<file path="src/design/hssp_pkg.sv">
`default_nettype none

package hssp_pkg;

    // Default revolution length in half-steps
    localparam int unsigned STEPS_PER_TURN = 4096;

    // Field widths fixed by the item format
    localparam int unsigned VAL_W = 24;
    localparam int unsigned TICK_W = 24;
    localparam int unsigned POS_OUT_W = 12;
    localparam int unsigned COIL_W = 4;

    localparam logic [TICK_W-1:0] INTERVAL_RST = 24'd2500;
    localparam logic [TICK_W-1:0] TICK_MAX = 24'hFFFFFF;

    // Item kind carried on the input tuser
    typedef enum logic [1:0] {
        CMD_TICK     = 2'd0,
        CMD_MOVE_ABS = 2'd1,
        CMD_MOVE_REL = 2'd2,
        CMD_HOME     = 2'd3
    } t_cmd;

    // Motion state
    typedef enum logic [1:0] {
        MOT_IDLE   = 2'd0,
        MOT_MOVING = 2'd1,
        MOT_HOMING = 2'd2
    } t_motion;

    // Control travelling alongside the reduced value
    typedef struct packed {
        logic valid;
        t_cmd cmd;
        logic endstop;
    } t_ctl;

    // Half-step coil sequence, bit3 is the first coil
    function automatic logic [COIL_W-1:0] coil_of(input logic [2:0] phase);
        logic [COIL_W-1:0] c;
        case (phase)
            3'd0: c = 4'h8;
            3'd1: c = 4'hC;
            3'd2: c = 4'h4;
            3'd3: c = 4'h6;
            3'd4: c = 4'h2;
            3'd5: c = 4'h3;
            3'd6: c = 4'h1;
            default: c = 4'h9;
        endcase
        return c;
    endfunction

endpackage

`default_nettype wire

</file>
<file path="src/design/hssp_modred.sv">
`default_nettype none

// Three-stage reduction of the signed value modulo the revolution length.
// Result is left in [0, 2*P_STEPS); the final compare-subtract is done by the core.
module hssp_modred import hssp_pkg::*; #(
    parameter int unsigned P_STEPS = STEPS_PER_TURN,
    localparam int unsigned RW = $clog2(2 * P_STEPS)
) (
    input  wire logic             i_clk,
    input  wire logic             i_rst_n,
    input  wire logic             i_adv,
    input  wire logic             i_valid,
    input  wire t_cmd             i_cmd,
    input  wire logic [VAL_W-1:0] i_val,
    input  wire logic             i_endstop,
    output t_ctl                  o_ctl,
    output logic [RW-1:0]         o_rem
);

    localparam int unsigned UW = VAL_W + 1;
    localparam int unsigned SH = UW;
    localparam int unsigned MUL = (1 << SH) / P_STEPS;
    localparam int unsigned OFFS = (((1 << (VAL_W - 1)) + P_STEPS - 1) / P_STEPS) * P_STEPS;
    localparam int unsigned MW = $clog2(MUL + 1);
    localparam int unsigned SW = $clog2(P_STEPS + 1);
    localparam int unsigned PW = UW + MW;
    localparam int unsigned QW = MW + SW;

    // Stage 1: input register
    logic             r1_vld;
    t_cmd             r1_cmd;
    logic             r1_end;
    logic [VAL_W-1:0] r1_val;

    // Stage 2: offset value and reciprocal product
    logic             r2_vld;
    t_cmd             r2_cmd;
    logic             r2_end;
    logic [UW-1:0]    r2_u;
    logic [PW-1:0]    r2_prod;

    // Stage 3: remainder before correction
    logic             r3_vld;
    t_cmd             r3_cmd;
    logic             r3_end;
    logic [RW-1:0]    r3_rem;

    logic [UW-1:0]    n_u;
    logic [PW-1:0]    n_prod;
    logic [MW-1:0]    w_quot;
    logic [QW-1:0]    w_qs;
    logic [UW-1:0]    w_diff;

    // Shift the value to nonnegative by a multiple of P_STEPS
    assign n_u = {r1_val[VAL_W-1], r1_val} + UW'(OFFS);
    assign n_prod = PW'(n_u) * PW'(MUL);

    // Quotient estimate is exact or one low
    assign w_quot = r2_prod[PW-1:SH];
    assign w_qs = QW'(w_quot) * QW'(P_STEPS);
    assign w_diff = r2_u - UW'(w_qs);

    // Valid bits
    always_ff @(posedge i_clk) begin
        if (!i_rst_n) begin
            r1_vld <= 1'b0;
            r2_vld <= 1'b0;
            r3_vld <= 1'b0;
        end else if (i_adv) begin
            r1_vld <= i_valid;
            r2_vld <= r1_vld;
            r3_vld <= r2_vld;
        end
    end

    // Payload
    always_ff @(posedge i_clk) begin
        if (i_adv) begin
            r1_cmd  <= i_cmd;
            r1_end  <= i_endstop;
            r1_val  <= i_val;
            r2_cmd  <= r1_cmd;
            r2_end  <= r1_end;
            r2_u    <= n_u;
            r2_prod <= n_prod;
            r3_cmd  <= r2_cmd;
            r3_end  <= r2_end;
            r3_rem  <= w_diff[RW-1:0];
        end
    end

    assign o_ctl = '{valid: r3_vld, cmd: r3_cmd, endstop: r3_end};
    assign o_rem = r3_rem;

endmodule

`default_nettype wire

</file>
<file path="src/design/hssp_core.sv">
`default_nettype none

// Motion state, step timer and result register.
module hssp_core import hssp_pkg::*; #(
    parameter int unsigned P_STEPS = STEPS_PER_TURN,
    localparam int unsigned RW = $clog2(2 * P_STEPS)
) (
    input  wire logic              i_clk,
    input  wire logic              i_rst_n,
    input  wire logic              i_adv,
    input  wire t_ctl              i_ctl,
    input  wire logic [RW-1:0]     i_rem,
    input  wire logic [TICK_W-1:0] i_interval,
    output logic                   o_valid,
    output logic [COIL_W-1:0]      o_coil,
    output logic [POS_OUT_W-1:0]   o_pos,
    output logic                   o_busy,
    output logic                   o_homed,
    output logic                   o_step,
    output logic                   o_failed
);

    localparam int unsigned PSW = $clog2(P_STEPS);
    localparam int unsigned HW = $clog2(3 * P_STEPS + 2);

    t_motion           r_motion, n_motion;
    logic [PSW-1:0]    r_cur, n_cur;
    logic [PSW-1:0]    r_tgt, n_tgt;
    logic [2:0]        r_phase, n_phase;
    logic [TICK_W-1:0] r_elapsed, n_elapsed;
    logic              r_homed, n_homed;
    logic [HW-1:0]     r_hcnt, n_hcnt;
    logic              n_step, n_failed;

    logic              r_valid;
    logic [COIL_W-1:0] r_coil;
    logic [PSW-1:0]    r_pos;
    logic              r_busy, r_step, r_failed;

    logic [PSW-1:0]    w_vmod;
    logic [PSW:0]      w_rel_sum;
    logic [PSW-1:0]    w_rel;
    logic [PSW:0]      w_cw_sum;
    logic [PSW-1:0]    w_cw_pos, w_ccw_pos;
    logic [TICK_W-1:0] w_einc;
    logic              w_fire;
    logic [HW-1:0]     w_hinc;

    // Final correction of the reduced value, then relative target
    always_comb begin
        w_vmod = (i_rem >= RW'(P_STEPS)) ? PSW'(i_rem - RW'(P_STEPS)) : PSW'(i_rem);
        w_rel_sum = {1'b0, r_cur} + {1'b0, w_vmod};
        w_rel = (w_rel_sum >= (PSW+1)'(P_STEPS)) ? PSW'(w_rel_sum - (PSW+1)'(P_STEPS))
                                                 : w_rel_sum[PSW-1:0];
    end

    // Neighbor positions and timer
    always_comb begin
        w_cw_sum = {1'b0, r_cur} + (PSW+1)'(1);
        w_cw_pos = (w_cw_sum >= (PSW+1)'(P_STEPS)) ? '0 : w_cw_sum[PSW-1:0];
        w_ccw_pos = (r_cur == '0) ? PSW'(P_STEPS - 1) : r_cur - PSW'(1);
        w_einc = (r_elapsed == TICK_MAX) ? r_elapsed : r_elapsed + TICK_W'(1);
        w_fire = (i_interval != '0) && (w_einc >= i_interval);
        w_hinc = r_hcnt + HW'(1);
    end

    // Next state
    always_comb begin
        n_motion  = r_motion;
        n_cur     = r_cur;
        n_tgt     = r_tgt;
        n_phase   = r_phase;
        n_elapsed = r_elapsed;
        n_homed   = r_homed;
        n_hcnt    = r_hcnt;
        n_step    = 1'b0;
        n_failed  = 1'b0;
        if (i_ctl.valid) begin
            unique case (i_ctl.cmd)
                CMD_MOVE_ABS: begin
                    n_tgt    = w_vmod;
                    n_motion = MOT_MOVING;
                end
                CMD_MOVE_REL: begin
                    n_tgt    = w_rel;
                    n_motion = MOT_MOVING;
                end
                CMD_HOME: begin
                    n_motion = MOT_HOMING;
                    n_homed  = 1'b0;
                end
                default: begin
                    n_elapsed = w_einc;
                    if (w_fire) begin
                        n_elapsed = '0;
                        unique case (r_motion)
                            MOT_MOVING: begin
                                if (r_cur == r_tgt) begin
                                    n_motion = MOT_IDLE;
                                end else if (r_tgt > r_cur) begin
                                    n_cur   = w_cw_pos;
                                    n_phase = r_phase + 3'd1;
                                    n_step  = 1'b1;
                                end else begin
                                    n_cur   = w_ccw_pos;
                                    n_phase = r_phase - 3'd1;
                                    n_step  = 1'b1;
                                end
                            end
                            MOT_HOMING: begin
                                n_cur   = w_ccw_pos;
                                n_phase = r_phase - 3'd1;
                                n_step  = 1'b1;
                                n_hcnt  = w_hinc;
                                // abort check wins over the endstop
                                if (w_hinc > HW'(3 * P_STEPS)) begin
                                    n_motion = MOT_IDLE;
                                    n_hcnt   = '0;
                                    n_failed = 1'b1;
                                end else if (!i_ctl.endstop) begin
                                    n_cur    = '0;
                                    n_tgt    = '0;
                                    n_homed  = 1'b1;
                                    n_motion = MOT_IDLE;
                                    n_hcnt   = '0;
                                end
                            end
                            default: ;
                        endcase
                    end
                end
            endcase
        end
    end

    // State register
    always_ff @(posedge i_clk) begin
        if (!i_rst_n) begin
            r_motion <= MOT_IDLE;
        end else if (i_adv) begin
            r_motion <= n_motion;
        end
    end

    // Position, timer and homing state
    always_ff @(posedge i_clk) begin
        if (!i_rst_n) begin
            r_cur     <= '0;
            r_tgt     <= '0;
            r_phase   <= '0;
            r_elapsed <= '0;
            r_homed   <= 1'b0;
            r_hcnt    <= '0;
            r_valid   <= 1'b0;
        end else if (i_adv) begin
            r_cur     <= n_cur;
            r_tgt     <= n_tgt;
            r_phase   <= n_phase;
            r_elapsed <= n_elapsed;
            r_homed   <= n_homed;
            r_hcnt    <= n_hcnt;
            r_valid   <= i_ctl.valid;
        end
    end

    // Result register
    always_ff @(posedge i_clk) begin
        if (i_adv) begin
            r_coil   <= coil_of(n_phase);
            r_pos    <= n_cur;
            r_busy   <= (n_motion != MOT_IDLE);
            r_step   <= n_step;
            r_failed <= n_failed;
        end
    end

    assign o_valid  = r_valid;
    assign o_coil   = r_coil;
    assign o_pos    = POS_OUT_W'(r_pos);
    assign o_busy   = r_busy;
    assign o_homed  = r_homed;
    assign o_step   = r_step;
    assign o_failed = r_failed;

endmodule

`default_nettype wire

</file>
<file path="src/design/half_step_stepper_positioner.sv">
// Half-step stepper positioner.
// An accepted item passes through the input register, reciprocal multiply, remainder
// multiply and state/result register, in that order, before its result is valid.
// Throughput: one item per cycle; the whole pipeline stalls only when a result waits.
// Reset (synchronous, active low): position, target, phase, timer and homing state
// cleared, motion idle, step interval set to 2500.
`default_nettype none

module half_step_stepper_positioner import hssp_pkg::*; #(
    parameter int unsigned P_STEPS = STEPS_PER_TURN
) (
    input  wire logic              i_clk,
    input  wire logic              i_rst_n,
    // input item
    input  wire logic              s_axis_tvalid,
    output logic                   s_axis_tready,
    input  wire logic [31:0]       s_axis_tdata,  // target_value[23:0], endstop_level[24]
    input  wire logic [1:0]        s_axis_tuser,  // mode[1:0]
    // result item
    output logic                   m_axis_tvalid,
    input  wire logic              m_axis_tready,
    output logic [23:0]            m_axis_tdata,  // coil_pattern[3:0], position[15:4],
                                                  // busy_res[16], is_homed[17],
                                                  // step_taken[18], homing_failed[19]
    // step interval register
    input  wire logic              i_cfg_valid,
    output logic                   o_cfg_ready,
    input  wire logic [TICK_W-1:0] i_cfg_data
);

    localparam int unsigned RW = $clog2(2 * P_STEPS);

    logic [TICK_W-1:0]     r_step_interval;
    logic                  w_adv;
    t_ctl                  w_ctl;
    logic [RW-1:0]         w_rem;
    logic [COIL_W-1:0]     w_coil;
    logic [POS_OUT_W-1:0]  w_pos;
    logic                  w_busy, w_homed, w_step, w_failed;

    // Pipeline moves unless a finished result is held
    assign w_adv = !m_axis_tvalid || m_axis_tready;
    assign s_axis_tready = w_adv;
    assign o_cfg_ready = 1'b1;

    // Step interval register
    always_ff @(posedge i_clk) begin
        if (!i_rst_n) begin
            r_step_interval <= INTERVAL_RST;
        end else if (i_cfg_valid) begin
            r_step_interval <= i_cfg_data;
        end
    end

    hssp_modred #(
        .P_STEPS (P_STEPS)
    ) u_modred (
        .i_clk     (i_clk),
        .i_rst_n   (i_rst_n),
        .i_adv     (w_adv),
        .i_valid   (s_axis_tvalid),
        .i_cmd     (t_cmd'(s_axis_tuser)),
        .i_val     (s_axis_tdata[VAL_W-1:0]),
        .i_endstop (s_axis_tdata[VAL_W]),
        .o_ctl     (w_ctl),
        .o_rem     (w_rem)
    );

    hssp_core #(
        .P_STEPS (P_STEPS)
    ) u_core (
        .i_clk      (i_clk),
        .i_rst_n    (i_rst_n),
        .i_adv      (w_adv),
        .i_ctl      (w_ctl),
        .i_rem      (w_rem),
        .i_interval (r_step_interval),
        .o_valid    (m_axis_tvalid),
        .o_coil     (w_coil),
        .o_pos      (w_pos),
        .o_busy     (w_busy),
        .o_homed    (w_homed),
        .o_step     (w_step),
        .o_failed   (w_failed)
    );

    // Pack the result item
    assign m_axis_tdata = {4'b0000, w_failed, w_step, w_homed, w_busy, w_pos, w_coil};

endmodule

`default_nettype wire

</file>
<file path="config.mk">
export PLATFORM = sky130hd
export DESIGN_NAME = half_step_stepper_positioner
export DESIGN_NICKNAME = d
export VERILOG_FILES = /design/src/design/hssp_pkg.sv /design/src/design/hssp_modred.sv /design/src/design/hssp_core.sv /design/src/design/half_step_stepper_positioner.sv
export SDC_FILE = /design/constraint.sdc
export NUM_CORES = 1
export LEC_CHECK = 0
export BUFFER_PORTS_ARGS = -buffer_cell sky130_fd_sc_hd__buf_2
export CORE_ASPECT_RATIO = 1.2
export CORE_MARGIN = 10
export CORE_UTILIZATION = 30
export CTS_CLUSTER_SIZE = 16
export DETAILED_ROUTE_END_ITERATION = 10
export PLACE_DENSITY = 0.46
export SYNTH_ARGS = -nofsm -noshare
export SYNTH_HDL_FRONTEND = slang
export SYNTH_SLANG_ARGS = --single-unit
</file>
<file path="constraint.sdc">
create_clock -name i_clk -period 5.75 [get_ports i_clk]
set_clock_uncertainty 0.15 [all_clocks]
set_input_delay 0.2875 -clock i_clk [delete_from_list [all_inputs] [get_ports i_clk]]
set_output_delay 0.2875 -clock i_clk [all_outputs]
set_load 0.05 [all_outputs]
</file>
==> flow_summary.ini <==
[status]
status = finished, violations left
violations = negative hold slack

[global_routing]
grt_pass1_wl_um = 41260
grt_pass1_vias = 7734
grt_overflow_total = 0
grt_util_met1_pct = 16.01
gr-max-usage-layer = met2
grt_max_degree = 59
met3_usage_pct = 2.622
grt_antenna_before_repair = 0
grt_usage_pct = 13.73
met2_usage_pct = 24.83

[worst_setup_path]
start_kind = flop
path_class = flop to flop
r2r_cells = 19
worstPathMaxFanout = 12
rrSetupSlack_ps = 520
timing.rr.end = u_core.r_tgt[11]
critical_path_arrival_ps = 5400
rr_startpoint = u_core.r_elapsed[2]
endpoint_kind = flop
worstPathRequired_ps = 5920

[clock_network]
postCtsSetupRepairBufs = 0
clk_pin_slew_ps = 60
clock_path_buffers = 2
root_buffer = clkbuf_16
numCtsBuffers = 17
cts_num_sinks = 160
cts_tree = built
clk_latency_ps = 430
htreeDepth = 4

[placement]
place_area_mm2 = 0.009702
place_ws_ps = 440.2
place.gp.congestion = 0.8525
hpwl_um = 17970
io_buffers = 65

[drt]
wl_per_cell_um = 16.94
drt_first_iter_violations = 383
wirelength_um = 25210
num_vias = 7552
postRouteAntennaNets = 0
viasPerCell = 5.075
dr.pass1.iters = 4
drc_errors = 0

[pwr]
cellPowerDensity_mw_per_mm2 = 240.2
power_leakage_nw = 4.267
ir_worst_vdd_uv = 166.2

[finish]
syn2layout_area_growth_pct = 18.51
fill_cells = 3031
diodes = 0
nets = 1209
seq_area_mm2 = 0.003844
layout-drive-gt1-share_pct = 11.57
fin_area_mm2 = 0.01068
multi_input_area_mm2 = 0.004761

[run]
cap_violations = 0

[sta]
post-route-period-util_pct = 90.96
min_period_ps = 5230
relSlewSlack_pct = 39.02
fin_ws_ps = 520.0
hold_violations = 1
finalSetupTns_ps = 0
rsz0062_at_grt = false
drv_slew = 0
fin_hold_ws_ps = -1.945
clock.fmax_mhz = 191.2
worst_pin_slew_ps = 907.8
setup-violations-final = 0

[synth]
netlist_area_mm2 = 0.009010
yosysSeqAreaShare_pct = 42.66
synth_edf_count = 64
ys_ff_latch = 160
ys_top_cells_by_count = nand2_1 (106), dfxtp_1 (96), nor2_1 (88)
yosysWarnings = 0
yosysMostFrequentCell = nand2_1
netlist_instances = 998
synth_top_area_cell = dfxtp_1
synthTopCellsByArea = dfxtp_1 (21%), edfxtp_1 (21%), ha_1 (8.3%)
synth_cell_types = 68
async_reset_ff_share_pct = 0
syn_area_per_cell_um2 = 9.028
synthFlopType = dfxtp_1
yosys.area.top_type_share_pct = 21.33

[hold_path]
min_to = u_modred.r1_vld
hp-start = s_axis_tvalid
whs_path_depth = 3
min_path_type = primary input to flop

[floorplanning]
die_area_mm2 = 0.03739
io_pins = 90
start_util_pct = 30.43
dieWidth_um = 178.2
num_rows = 69
core_mm2 = 0.02961
die_h_um = 209.8
report_power, final:
group	total [mW]	switching, mW	internal (mW)	leakage [nW]
Clock	1.14	0.489	0.649	0.290
Sequential	1.23	0.0206	1.21	1.48
Combinational	0.193	0.118	0.0756	2.49
Total	2.56	0.627	1.94	4.27
through the flow:
| step | power, mW | util [%] | std cells |
|---|---|---|---|
| floorplan | 1.374 | - | 1001 |
| global placement | 1.432 | 32.76 | 1417 |
| detailed placement | 1.434 | 32.76 | 1417 |
| CTS | 2.610 | 36.05 | 1488 |
| global route | 2.674 | 36.06 | 1488 |
| finish | 2.565 | 36.06 | 1488 |
worst max-delay path by stage:
stage | from | endpoint | slack (ps) | cells past startpoint
floorplan | u_core.o_valid | u_core.r_elapsed[12] | 1420 | 7
global placement | u_core.r_elapsed[2] | u_core.o_coil[2] | 520 | 18
detailed placement | u_core.r_elapsed[0] | u_core.o_coil[0] | 440 | 18
CTS | u_core.r_elapsed[0] | u_core.o_coil[0] | 410 | 18
global route | u_core.r_elapsed[2] | u_core.r_tgt[11] | 110 | 19
finish | u_core.r_elapsed[2] | u_core.r_tgt[11] | 520 | 19
placed cells by master, fill, tap and decap left out, drive strengths merged, types with 9 or more instances in the layout:
cell type and count:
or3 11, a31oi 11, and2 11, a21oi 61, nor4 17, and3 12, edfxtp 64, xnor2 24
mux2i 23, clkbuf 21, o2bb2ai 10, nor2b 10, nand3 41, buf 78, o211ai 9, ha 60
xor2 18, nor3 24, nand4 16, dlygate4sd3 39, inv 54, dfxtp 96, a22oi 27, nand2 107
o21ai 66, a21o 11, nor2 88
registers in the layout, summed over array words and instances, names as in the netlist, 2 cells and up:
register	flops
u_core.r_hcnt	14
u_core.r_tgt	12
u_core.o_pos	12
u_core.r_phase	3
u_core.r_cur	12
u_modred.o_rem	12
u_core.r_elapsed	24
u_modred.r1_cmd	2
u_modred.r2_u	12
r_step_interval	24
u_modred.r3_cmd	2
u_core.o_coil	4
u_modred.r2_cmd	2
u_core.r_motion	2
u_modred.r1_val	12
worst max-delay path, stage by stage, from the launching register on:
cell and delay [ps]:
dfxtp_1 360, and4_1 250, and2_1 210, a41o_1 190
nor2_1 210, nand2_1 210, nor2_1 290, and3_1 260
xor2_1 90, ha_1 340, nand4_2 150, nor4_4 340
a221oi_1 140, o211ai_1 130, a31oi_1 180, nor2_1 680
a311o_1 270, o21ai_0 70, buf_4 220, a221o_1 350
cells by family after synthesis:
group,after synthesis,synth area share [%]
buffers and inverters,102,4.708
other,2,0.08335
muxes,26,2.930
adders and majority gates,61,8.554
DFF,160,42.66
xor gates and xnor gates,42,4.083
and+or+nand+nor,358,19.50
AOI/OAI and AO/OA,247,17.48
per-layer routing:
metal,share of wire (%),vias to the layer above
met5,0,-
met3,2.9,20
met1,44,3620
met4,1.4,0
li1,-,3811
met2,52,101
final cells by class:
| class | instances | area share, % |
|---|---|---|
| Multi-Input combinational cell | 739 | 44.59 |
| Sequential cell | 160 | 36.00 |
| Timing Repair Buffer | 117 | 7.617 |
| Tap cell | 390 | 4.570 |
| Clock buffer | 21 | 4.511 |
| Inverter | 50 | 1.769 |
| Clock inverter | 11 | 0.9491 |
what timing repair did:
item / CTS / global route
hold endpoints to repair: 39 / 0
resized for setup: 0 / 1
endpoints found under the setup margin: 0 / 3
hold buffers: 39 / 0
Note: power is estimated with default switching activity, not from simulation.
